**config.mk**
```make
export PLATFORM = sky130hd
export DESIGN_NAME = process_table_engine_core
export DESIGN_NICKNAME = d
export VERILOG_FILES = /design/src/rtl/ptab_pkg.sv /design/src/rtl/process_table_engine_core.sv /design/src/rtl/ptab_ram.sv /design/src/rtl/ptab_dp.sv /design/src/rtl/ptab_ctrl.sv
export SDC_FILE = /design/constraint.sdc
export NUM_CORES = 2
export LEC_CHECK = 0
export ABC_AREA = 0
export BUFFER_PORTS_ARGS = -buffer_cell sky130_fd_sc_hd__buf_2
export CORE_MARGIN = 2
export CORE_UTILIZATION = 65
export CTS_BUF_LIST = sky130_fd_sc_hd__clkbuf_8
export CTS_CLUSTER_SIZE = 16
export DETAILED_ROUTE_END_ITERATION = 12
export PLACE_DENSITY = 0.91
export SYNTH_ARGS = -nofsm -noshare
export SYNTH_HDL_FRONTEND = slang
export SYNTH_HIERARCHICAL = 1
export SYNTH_SLANG_ARGS = --single-unit
```
**constraint.sdc**
```tcl
create_clock -name i_clk -period 8.1 [get_ports i_clk]
set_clock_uncertainty 0.2 [all_clocks]
set_input_delay 2.43 -clock i_clk [delete_from_list [all_inputs] [get_ports i_clk]]
set_output_delay 2.43 -clock i_clk [all_outputs]
set_load 0.01 [all_outputs]
```
**src/rtl/ptab_pkg.sv**
```systemverilog
// Shared constants, codes and controller/datapath interface types for the
// process table engine. No dependencies.
package ptab_pkg;

    localparam int TABLE_SLOTS = 32;
    localparam int IDX_W       = $clog2(TABLE_SLOTS);
    localparam int CNT_W       = $clog2(TABLE_SLOTS + 1);
    localparam int ID_W        = 32;
    localparam int OP_W        = 2;
    localparam int ST_W        = 2;
    localparam int SLOT_W      = 5;
    localparam int ENTRY_W     = 2 * ID_W;

    localparam logic [OP_W-1:0] OP_ADD    = 2'd0;
    localparam logic [OP_W-1:0] OP_FIND   = 2'd1;
    localparam logic [OP_W-1:0] OP_REMOVE = 2'd2;

    localparam logic [ST_W-1:0] ST_OK        = 2'd0;
    localparam logic [ST_W-1:0] ST_FULL      = 2'd1;
    localparam logic [ST_W-1:0] ST_NOT_FOUND = 2'd2;

    // Commands from the controller to the datapath.
    typedef struct packed {
        logic             load;
        logic [IDX_W-1:0] idx;
        logic             rd_en;
        logic [IDX_W-1:0] cmp_idx;
        logic             add_wr;
        logic             set_full;
        logic             find_cap;
        logic             set_nf;
        logic             rem_mark;
        logic             rem_free;
    } t_cmd;

    // Status from the datapath back to the controller.
    typedef struct packed {
        logic slot_free;
        logic hit;
    } t_sts;

endpackage

```
**src/rtl/process_table_engine_core.sv**
```systemverilog
// Top level of the process table engine: joins the controller and the
// datapath. Depends on ptab_pkg, ptab_ctrl, ptab_dp (and ptab_ram below it).
//
// A command is taken at a rising edge where start is high and busy is low;
// busy then stays high until the result has been shown. The result appears
// on the o_ ports for exactly one cycle, marked by o_valid, and the receiver
// must take that transfer in that cycle because there is no way to stall it.
// Work is set by a scan of the table one slot per clock cycle, limited by
// the single read port of the entry RAM. An add takes the first free slot
// from slot 0 upward, or reports a full table after the last slot. A find
// compares the registered read data of each slot in turn and stops at the
// first match, or reports not found after the last slot. A remove reads
// every slot once to clear flags and then frees dead entries in the S_FREE
// state. An unknown operation code goes straight to the result and leaves
// the table unchanged. busy drops in the cycle after the result strobe,
// when the next command can be taken. The valid bits clear during reset, so
// the table is empty and ready as soon as reset is released.
module process_table_engine_core (
    input  logic                              i_clk,
    input  logic                              i_rst_n,
    input  logic                              start,
    output logic                              busy,
    input  logic [ptab_pkg::OP_W-1:0]         i_op,
    input  logic signed [ptab_pkg::ID_W-1:0]  i_proc_id,
    input  logic signed [ptab_pkg::ID_W-1:0]  i_parent_id,
    output logic                              o_valid,
    output logic [ptab_pkg::ST_W-1:0]         o_status,
    output logic [ptab_pkg::SLOT_W-1:0]       o_slot,
    output logic signed [ptab_pkg::ID_W-1:0]  o_entry_parent_id,
    output logic                              o_entry_alive,
    output logic                              o_entry_parent_alive
);

    ptab_pkg::t_cmd cmd;
    ptab_pkg::t_sts sts;

    // The controller sequences each operation and owns the scan counter.
    ptab_ctrl u_ctrl (
        .i_clk   (i_clk),
        .i_rst_n (i_rst_n),
        .start   (start),
        .i_op    (i_op),
        .i_sts   (sts),
        .o_cmd   (cmd),
        .busy    (busy),
        .o_valid (o_valid)
    );

    // The datapath holds the table and builds the result registers.
    ptab_dp u_dp (
        .i_clk                (i_clk),
        .i_rst_n              (i_rst_n),
        .i_cmd                (cmd),
        .i_proc_id            (i_proc_id),
        .i_parent_id          (i_parent_id),
        .o_sts                (sts),
        .o_status             (o_status),
        .o_slot               (o_slot),
        .o_entry_parent_id    (o_entry_parent_id),
        .o_entry_alive        (o_entry_alive),
        .o_entry_parent_alive (o_entry_parent_alive)
    );

endmodule

```
**src/rtl/ptab_ram.sv**
```systemverilog
// Generic simple dual-port RAM: one write port, one read port with
// registered read data. No dependencies.
module ptab_ram #(
    parameter int WIDTH = 8,
    parameter int DEPTH = 32
) (
    input  logic                     i_clk,
    input  logic                     i_we,
    input  logic [$clog2(DEPTH)-1:0] i_waddr,
    input  logic [WIDTH-1:0]         i_wdata,
    input  logic                     i_re,
    input  logic [$clog2(DEPTH)-1:0] i_raddr,
    output logic [WIDTH-1:0]         o_rdata
);

    logic [WIDTH-1:0] r_mem [DEPTH];
    logic [WIDTH-1:0] r_rdata;

    always_ff @(posedge i_clk) begin
        if (i_we) begin
            r_mem[i_waddr] <= i_wdata;
        end
        if (i_re) begin
            r_rdata <= r_mem[i_raddr];
        end
    end

    assign o_rdata = r_rdata;

endmodule

```
**src/rtl/ptab_dp.sv**
```systemverilog
// Datapath of the process table engine: entry RAM, valid and flag vectors,
// id compare and result registers. Depends on ptab_pkg and ptab_ram.
module ptab_dp (
    input  logic                              i_clk,
    input  logic                              i_rst_n,
    input  ptab_pkg::t_cmd                    i_cmd,
    input  logic signed [ptab_pkg::ID_W-1:0]  i_proc_id,
    input  logic signed [ptab_pkg::ID_W-1:0]  i_parent_id,
    output ptab_pkg::t_sts                    o_sts,
    output logic [ptab_pkg::ST_W-1:0]         o_status,
    output logic [ptab_pkg::SLOT_W-1:0]       o_slot,
    output logic signed [ptab_pkg::ID_W-1:0]  o_entry_parent_id,
    output logic                              o_entry_alive,
    output logic                              o_entry_parent_alive
);

    logic [ptab_pkg::TABLE_SLOTS-1:0] r_valid;
    logic [ptab_pkg::TABLE_SLOTS-1:0] r_alive;
    logic [ptab_pkg::TABLE_SLOTS-1:0] r_palive;
    logic [ptab_pkg::ID_W-1:0]        r_id;
    logic [ptab_pkg::ID_W-1:0]        r_par;
    logic [ptab_pkg::ENTRY_W-1:0]     rd_data;
    logic [ptab_pkg::ID_W-1:0]        rd_pid;
    logic [ptab_pkg::ID_W-1:0]        rd_par;

    logic [ptab_pkg::ST_W-1:0]        r_status;
    logic [ptab_pkg::SLOT_W-1:0]      r_slot;
    logic [ptab_pkg::ID_W-1:0]        r_epar;
    logic                             r_ealive;
    logic                             r_epalive;

    logic [ptab_pkg::IDX_W+ptab_pkg::SLOT_W-1:0] idx_ext;
    logic [ptab_pkg::IDX_W+ptab_pkg::SLOT_W-1:0] cmp_ext;

    ptab_ram #(
        .WIDTH (ptab_pkg::ENTRY_W),
        .DEPTH (ptab_pkg::TABLE_SLOTS)
    ) u_entry_ram (
        .i_clk   (i_clk),
        .i_we    (i_cmd.add_wr),
        .i_waddr (i_cmd.idx),
        .i_wdata ({r_id, r_par}),
        .i_re    (i_cmd.rd_en),
        .i_raddr (i_cmd.idx),
        .o_rdata (rd_data)
    );

    assign rd_pid  = rd_data[ptab_pkg::ENTRY_W-1:ptab_pkg::ID_W];
    assign rd_par  = rd_data[ptab_pkg::ID_W-1:0];
    assign idx_ext = {{ptab_pkg::SLOT_W{1'b0}}, i_cmd.idx};
    assign cmp_ext = {{ptab_pkg::SLOT_W{1'b0}}, i_cmd.cmp_idx};

    assign o_sts.slot_free = ~r_valid[i_cmd.idx];
    assign o_sts.hit       = r_valid[i_cmd.cmp_idx] && (rd_pid == r_id);

    // Valid bits are control state and clear at reset.
    always_ff @(posedge i_clk) begin
        if (!i_rst_n) begin
            r_valid <= '0;
        end else if (i_cmd.add_wr) begin
            r_valid[i_cmd.idx] <= 1'b1;
        end else if (i_cmd.rem_free) begin
            r_valid <= r_valid & (r_alive | r_palive);
        end
    end

    always_ff @(posedge i_clk) begin
        if (i_cmd.load) begin
            r_id <= i_proc_id;
            r_par <= i_parent_id;
        end
        if (i_cmd.add_wr) begin
            r_alive[i_cmd.idx] <= 1'b1;
            r_palive[i_cmd.idx] <= 1'b1;
        end else if (i_cmd.rem_mark && r_valid[i_cmd.cmp_idx]) begin
            if (rd_par == r_id) begin
                r_palive[i_cmd.cmp_idx] <= 1'b0;
            end
            if (rd_pid == r_id) begin
                r_alive[i_cmd.cmp_idx] <= 1'b0;
            end
        end
    end

    // Result registers start each operation cleared to a plain done result.
    always_ff @(posedge i_clk) begin
        if (i_cmd.load) begin
            r_status <= ptab_pkg::ST_OK;
            r_slot <= '0;
            r_epar <= '0;
            r_ealive <= 1'b0;
            r_epalive <= 1'b0;
        end else if (i_cmd.add_wr) begin
            r_slot <= idx_ext[ptab_pkg::SLOT_W-1:0];
        end else if (i_cmd.set_full) begin
            r_status <= ptab_pkg::ST_FULL;
        end else if (i_cmd.find_cap) begin
            r_slot <= cmp_ext[ptab_pkg::SLOT_W-1:0];
            r_epar <= rd_par;
            r_ealive <= r_alive[i_cmd.cmp_idx];
            r_epalive <= r_palive[i_cmd.cmp_idx];
        end else if (i_cmd.set_nf) begin
            r_status <= ptab_pkg::ST_NOT_FOUND;
        end
    end

    assign o_status             = r_status;
    assign o_slot               = r_slot;
    assign o_entry_parent_id    = r_epar;
    assign o_entry_alive        = r_ealive;
    assign o_entry_parent_alive = r_epalive;

endmodule

```
**src/rtl/ptab_ctrl.sv**
```systemverilog
// Controller of the process table engine: operation state machine and slot
// scan counter. Depends on ptab_pkg.
module ptab_ctrl (
    input  logic                          i_clk,
    input  logic                          i_rst_n,
    input  logic                          start,
    input  logic [ptab_pkg::OP_W-1:0]     i_op,
    input  ptab_pkg::t_sts                i_sts,
    output ptab_pkg::t_cmd                o_cmd,
    output logic                          busy,
    output logic                          o_valid
);

    localparam logic [2:0] S_IDLE = 3'd0;
    localparam logic [2:0] S_ADD  = 3'd1;
    localparam logic [2:0] S_FIND = 3'd2;
    localparam logic [2:0] S_REM  = 3'd3;
    localparam logic [2:0] S_FREE = 3'd4;
    localparam logic [2:0] S_RESP = 3'd5;

    localparam logic [ptab_pkg::CNT_W-1:0] CNT_LAST =
        ptab_pkg::CNT_W'(ptab_pkg::TABLE_SLOTS - 1);
    localparam logic [ptab_pkg::CNT_W-1:0] CNT_END =
        ptab_pkg::CNT_W'(ptab_pkg::TABLE_SLOTS);
    localparam logic [ptab_pkg::IDX_W-1:0] IDX_LAST =
        ptab_pkg::IDX_W'(ptab_pkg::TABLE_SLOTS - 1);

    logic [2:0]                    r_state, n_state;
    logic [ptab_pkg::CNT_W-1:0]    r_cnt, n_cnt;
    logic                          r_cmp_vld, n_cmp_vld;
    logic [ptab_pkg::IDX_W-1:0]    r_cmp_idx, n_cmp_idx;
    logic                          issue;

    assign issue = (r_cnt < CNT_END);

    always_comb begin
        n_state   = r_state;
        n_cnt     = r_cnt;
        n_cmp_vld = 1'b0;
        n_cmp_idx = r_cnt[ptab_pkg::IDX_W-1:0];
        o_cmd          = '0;
        o_cmd.idx      = r_cnt[ptab_pkg::IDX_W-1:0];
        o_cmd.cmp_idx  = r_cmp_idx;
        unique case (r_state)
            S_IDLE: begin
                if (start) begin
                    o_cmd.load = 1'b1;
                    n_cnt = '0;
                    unique case (i_op)
                        ptab_pkg::OP_ADD:    n_state = S_ADD;
                        ptab_pkg::OP_FIND:   n_state = S_FIND;
                        ptab_pkg::OP_REMOVE: n_state = S_REM;
                        default:             n_state = S_RESP;
                    endcase
                end
            end
            S_ADD: begin
                priority if (i_sts.slot_free) begin
                    o_cmd.add_wr = 1'b1;
                    n_state = S_RESP;
                end else if (r_cnt == CNT_LAST) begin
                    o_cmd.set_full = 1'b1;
                    n_state = S_RESP;
                end else begin
                    n_cnt = r_cnt + ptab_pkg::CNT_W'(1);
                end
            end
            S_FIND: begin
                if (issue) begin
                    o_cmd.rd_en = 1'b1;
                    n_cnt = r_cnt + ptab_pkg::CNT_W'(1);
                    n_cmp_vld = 1'b1;
                end
                if (r_cmp_vld) begin
                    priority if (i_sts.hit) begin
                        o_cmd.find_cap = 1'b1;
                        n_state = S_RESP;
                    end else if (r_cmp_idx == IDX_LAST) begin
                        o_cmd.set_nf = 1'b1;
                        n_state = S_RESP;
                    end
                end
            end
            S_REM: begin
                if (issue) begin
                    o_cmd.rd_en = 1'b1;
                    n_cnt = r_cnt + ptab_pkg::CNT_W'(1);
                    n_cmp_vld = 1'b1;
                end
                if (r_cmp_vld) begin
                    o_cmd.rem_mark = 1'b1;
                    if (r_cmp_idx == IDX_LAST) begin
                        n_state = S_FREE;
                    end
                end
            end
            S_FREE: begin
                o_cmd.rem_free = 1'b1;
                n_state = S_RESP;
            end
            S_RESP: begin
                n_state = S_IDLE;
            end
            default: begin
                n_state = S_IDLE;
            end
        endcase
    end

    always_ff @(posedge i_clk) begin
        if (!i_rst_n) begin
            r_state <= S_IDLE;
            r_cnt <= '0;
            r_cmp_vld <= 1'b0;
        end else begin
            r_state <= n_state;
            r_cnt <= n_cnt;
            r_cmp_vld <= n_cmp_vld;
        end
    end

    always_ff @(posedge i_clk) begin
        r_cmp_idx <= n_cmp_idx;
    end

    assign busy    = (r_state != S_IDLE);
    assign o_valid = (r_state == S_RESP);

endmodule
```
* After elaboration in Yosys (flattened, before gate mapping)
Memories as Yosys holds them, arrays and structs flattened. A register that Yosys moved wholly into a read port is not among the register bits.
Cells that the tools add are included.
** Word-level totals
- Bits in registers :: 216
- Bits in latches :: 0
- Bits in writable memories :: 2048
- Bits in read-only memories :: 0
- Output and inout bits :: 43
- Memories kept :: 1
** Memory list
- u_dp.u_entry_ram.r_mem :: words 32, bits a word 64, read ports 1, clocked after memory_dff 1, write ports 1, line ptab_ram.sv:16 : logic [WIDTH-1:0] r_mem [DEPTH];
** Cells by class
- Add/sub/neg operators :: 1
- Multipliers :: 0
- Divide/modulo/power cells :: 0
- $lt $le $gt $ge :: 5
- Equality and inequality tests :: 22
- Shift-type cells :: 0
- Muxes and demuxes :: 59
- Bitwise gates (word level) :: 10
- Reduce and logical (&&, ||, !) cells :: 22
** Operators with widths (count)
- 2-to-1 mux 32 bit :: 8
- OR 32 bit :: 4
- bitwise AND 32 bit :: 3
- equality test 32 bit :: 2
- NOT 32 bit :: 1
- 2-to-1 mux 3 bit :: 8
- 2-to-1 mux 6 bit :: 4
- 2-to-1 mux 1 bit :: 21
- binary-select mux 1 bit (select 5 bit) :: 4
- case mux 6 bit (3 select lines) :: 1
- 2-to-1 mux 5 bit :: 3
- case mux 3 bit (5 select lines) :: 1
- != test 2 x 1 -> 1 bit, second input constant :: 7
- less-than comparator 5 x 6 -> 1 bit, second input constant :: 2
- 2-to-1 mux 2 bit :: 6
- nonzero test 2 bit :: 6
- demux 1 bit (select 5 bit) :: 2
- >= comparator 5 x 1 -> 1 bit, second input constant :: 2
- case mux 3 bit (3 select lines) :: 1
- adder 6 x 1 -> 6 bit, second input constant :: 1
- equality test 3 x 2 -> 1 bit, second input constant :: 2
- equality test 3 bit, second input constant :: 2
- equality test 6 x 5 -> 1 bit, second input constant :: 1
- less-than comparator 6 bit, second input constant :: 1
- 17 further kinds :: 26

* Depth between registers and ports, before layout
- Depth after elaboration :: 9
- Gate-level depth with buffers :: 17

* Hierarchy
The synthesis kept the hierarchy.
** Modules (own cells, without submodules)
- ptab_ram :: instances 1, cells an instance 3096, area an instance 79605.1 um^2, sequential area each 63420.8 um^2
- ptab_dp :: instances 1, cells an instance 779, area an instance 9132.5 um^2, sequential area each 5305.1 um^2
- ptab_ctrl :: instances 1, cells an instance 101, area an instance 880.8 um^2, sequential area each 300.3 um^2

* Worst setup path after synthesis
No wires, ideal clock.
- Path kind :: input-to-reg
- Start point :: input port start
- End point :: register u_dp.r_ealive (netlist: u_dp/o_entry_alive)
- Setup time :: 132 ps
- Data arrival time :: 5795 ps
- Data required time :: 7768 ps
- Setup slack :: 1973 ps
- Stages :: 5
- Cell sequence :: inv_1 > nor2_1 > clkbuf_1 > clkbuf_1 > nor3_1
** RTL lines
- start: declaration :: line process_table_engine_core.sv:21 : input logic start,
- end signal: assignment :: line ptab_dp.sv:100 : r_ealive <= r_alive[i_cmd.cmp_idx];
- end: declaration :: line ptab_dp.sv:29 : logic r_ealive;

==> reports/results.tsv <==
stage	metric	value	unit
cells_and_area	P&R area growth vs syn	10.6	%
logic_synthesis	Post-Syn Area	89600	sq um
power	Leak	30.4	nW
timing	setup ws final	2.18	ns
floorplan	die area	141000	sq um
routing	final WL	254	mm
placed_design	PortBufs	111	
cells_and_area	Layout Utilization	72.3	%
cts	post-CTS sizing	0	
routing	initial DRC count	9162	
setup_path	startpoint types	register	
timing	worst slew pin tran	1.50	ns
setup_path	Crit path required time	8.75	ns
cells_and_area	Finished Layout Cells	6420	
routing	routed wire length per instance	39.6	microns
timing	hold slack	0.272	ns
timing	minimum clock period	5.92	ns
placed_design	detailed placer's ending HPWL	137	mm
cells_and_area	Final Instance Area	99200	sq um
cts	CTS Sinks	2328	
cells_and_area	leading cell types in the layout, fill and taps excluded	edfxtp_1, mux4_2, clkbuf_8	
timing	RSZ-0062 raised after global routing	no	
placed_design	Post-DP Area	92800	sq um
power	total power	28.3	mW
setup_path	CP Class	register to register	
cts	clk slew on worst S/H paths	0.06	ns
timing	final setup fails	0	
setup_path	crit end category	register	
cells_and_area	most common cell after layout, fill and taps aside	edfxtp_1	
cts	worst-case clock buffer depth	4	
job	Max Cap Viol	1	
floorplan	Die Height	375	microns
status	status	finished, violations left	
cells_and_area	Nets	4426	
timing	fin crit share	73.1	%
global_routing	GRT Util Overall	36.6	%
status	failing checks	capacitance limit, slew limit	
cts	TritonCTS buffer count	363	
cts	CTS tree	yes	
timing	Relative slew margins	-0.485	%
floorplan	std cell rows	136	
timing	Fin. Hold Viols	0	
logic_synthesis	mean post-synth cell area	22.5	sq um
setup_path	crit-path max FO	36	
logic_synthesis	asr flop ratio synth	0	%
floorplan	Starting Density	65.3	%
cells_and_area	area occupied by multi-input gates	19800	sq um
logic_synthesis	Syn. warnings	6	
floorplan	Core Area	137000	sq um
logic_synthesis	Primary FF master, synth	edfxtp_1	
cts	number of setup buffers added after CTS	0	
logic_synthesis	Gate Count Post-Synth	3976	
logic_synthesis	Post-synth EDFFs	2240	
cts	Clock Latency Late Sink	1.04	ns
logic_synthesis	register area share after synthesis	77.0	%
routing	DRT Pass-1 Iters	6	
routing	drt via density	7.56	
routing	DRT antenna net count	0	
timing	Final Max Tran Viols	27	
logic_synthesis	Mapped Nets	4048	
cts	CTS Root Cell	clkbuf_8	
setup_path	Critical Path AT	6.56	ns
global_routing	gr ovfl total	0	
timing	TNS Setup	0	ns
cells_and_area	fillers	6789	
cells_and_area	register area	69000	sq um
global_routing	first-pass GRT wire length	355	mm
global_routing	largest net degree at the start of global routing	159	
logic_synthesis	number of distinct library cells after synthesis	65	
global_routing	number of global-route vias before repair	48538	
floorplan	Die X	375	microns
cts	Hold-fix buffers, CTS	0	
cts	CTS H-tree depth	5	
logic_synthesis	Synth Register Bits	2328	
routing	Vias	48560	
floorplan	IO Count	112	
routing	DRC	0	
hold_path	worst min-delay path category	register to register	
placed_design	pre-CTS setup slack	2.44	ns
placed_design	placed cells	5783	
cells_and_area	ratio of cells with drive above 1 in the final layout	30.3	%
timing	Fmax	0.169	GHz
global_routing	initial antenna violation count	17	
power	Pwr Density	285	nW/um^2
power	maximum vdd drop	0.238	mV
placed_design	routability cong.	0.906	
==> area by class of cell <==
cell class / instances / share of cell area (%)
multi-input combinational: 1434 / 20.0
timing repair buffer: 218 / 1.61
sequential: 2328 / 69.6
tap: 1794 / 2.26
antenna: 5 / 0.0126
inverter: 9 / 0.0341
clock inverter: 257 / 1.23
clock buffer: 375 / 5.20
==> Yosys cell counts, types with 8 or more instances <==
library cell	n	area, sq um
edfxtp_1	2240	67300
mux4_2	624	14100
nor2_1	147	552
nand2_1	113	424
dfxtp_1	88	1760
clkbuf_1	83	312
mux2_2	74	833
buf_2	71	355
a21o_1	64	480
mux2i_1	50	500
a21oi_1	48	240
xnor2_1	32	280
xor2_1	32	280
o31ai_1	26	195
buf_1	24	90.1
buf_4	22	165
o21ai_0	15	75.1
o22ai_1	14	87.6
nand3_1	13	65.1
nor2b_1	13	81.3
o31a_1	13	114
a221oi_1	12	105
nor4_1	12	75.1
nand4_1	10	62.6
nand3b_1	9	67.6
nor3_1	9	45.0
o21a_1	9	67.6
inv_1	8	30.0
nand2b_1	8	50.1
==> flip-flops by register name (all words and copies together), names as in the netlist <==
signal / cells
u_ctrl/r_cmp_vld: 1
u_dp/r_id: 32
u_ctrl/r_cmp_idx: 5
u_dp/o_status: 2
u_dp/u_entry_ram/o_rdata: 64
u_ctrl/r_state: 3
u_dp/r_valid: 32
u_dp/o_entry_alive: 1
u_dp/r_par: 32
u_dp/r_palive: 32
u_dp/r_alive: 32
u_ctrl/r_cnt: 6
u_dp/o_slot: 5
u_dp/u_entry_ram/r_mem: 2048
u_dp/o_entry_parent_alive: 1
u_dp/o_entry_parent_id: 32
==> cell families (layout without fill, tap and decap cells) <==
family / count (synthesis) / after routing / synth area share [%]
AOI/OAI and AO/OA: 242 / 242 / 1.92
xor gates and xnor gates: 64 / 64 / 0.625
adders and majority gates: 3 / 3 / 0.0419
buffers and inverters: 214 / 859 / 1.13
DFF: 2328 / 2328 / 77.0
muxes: 755 / 755 / 17.4
other: 0 / 5 / 0
and+or+nand+nor: 370 / 370 / 1.89
==> metal layers <==
layer  global-route usage (%)  up-vias  routed length, microns
met5                        0        -                      92
met4                     22.2       14                   18300
met3                     11.2     1237                   38100
met2                     57.1     5504                  121000
met1                     45.9    24219                   77200
li1                         -    17586                       -
==> power breakdown <==
group          total (mW)  internal (mW)  switching (mW)  leakage [nW]
combinational        4.16           1.78            2.38          5.94
sequential           15.1           14.4           0.714          20.8
clock                9.00           4.47            4.53          3.67
==> critical path: stages, from the launching register on <==
cell and delay [ns]:
edfxtp_1 1.03, xor2_1 0.38, nor4_1 0.66, nand4_1 0.27, nor2_1 0.37, and2_1 0.21
and3b_1 0.17, nor2b_1 0.20, nor2b_1 0.57, nand2_2 0.75, a2111oi_0 0.60, a21oi_1 0.14
o311a_1 0.18
==> path summary, 6_finish.rpt <==
kind | from | cells past startpoint | to | slack (ns)
hold reg to reg | u_dp/o_entry_parent_id[12] | 2 | u_dp/o_entry_parent_id[12] | 0.27
setup reg to reg | u_dp/r_id[28] | 12 | u_dp/o_entry_parent_alive | 2.18
hold / removal | u_dp/o_entry_parent_id[12] | 2 | u_dp/o_entry_parent_id[12] | 0.27
setup / recovery | u_dp/r_id[28] | 12 | u_dp/o_entry_parent_alive | 2.18
Power figures use the tool's default switching activity.
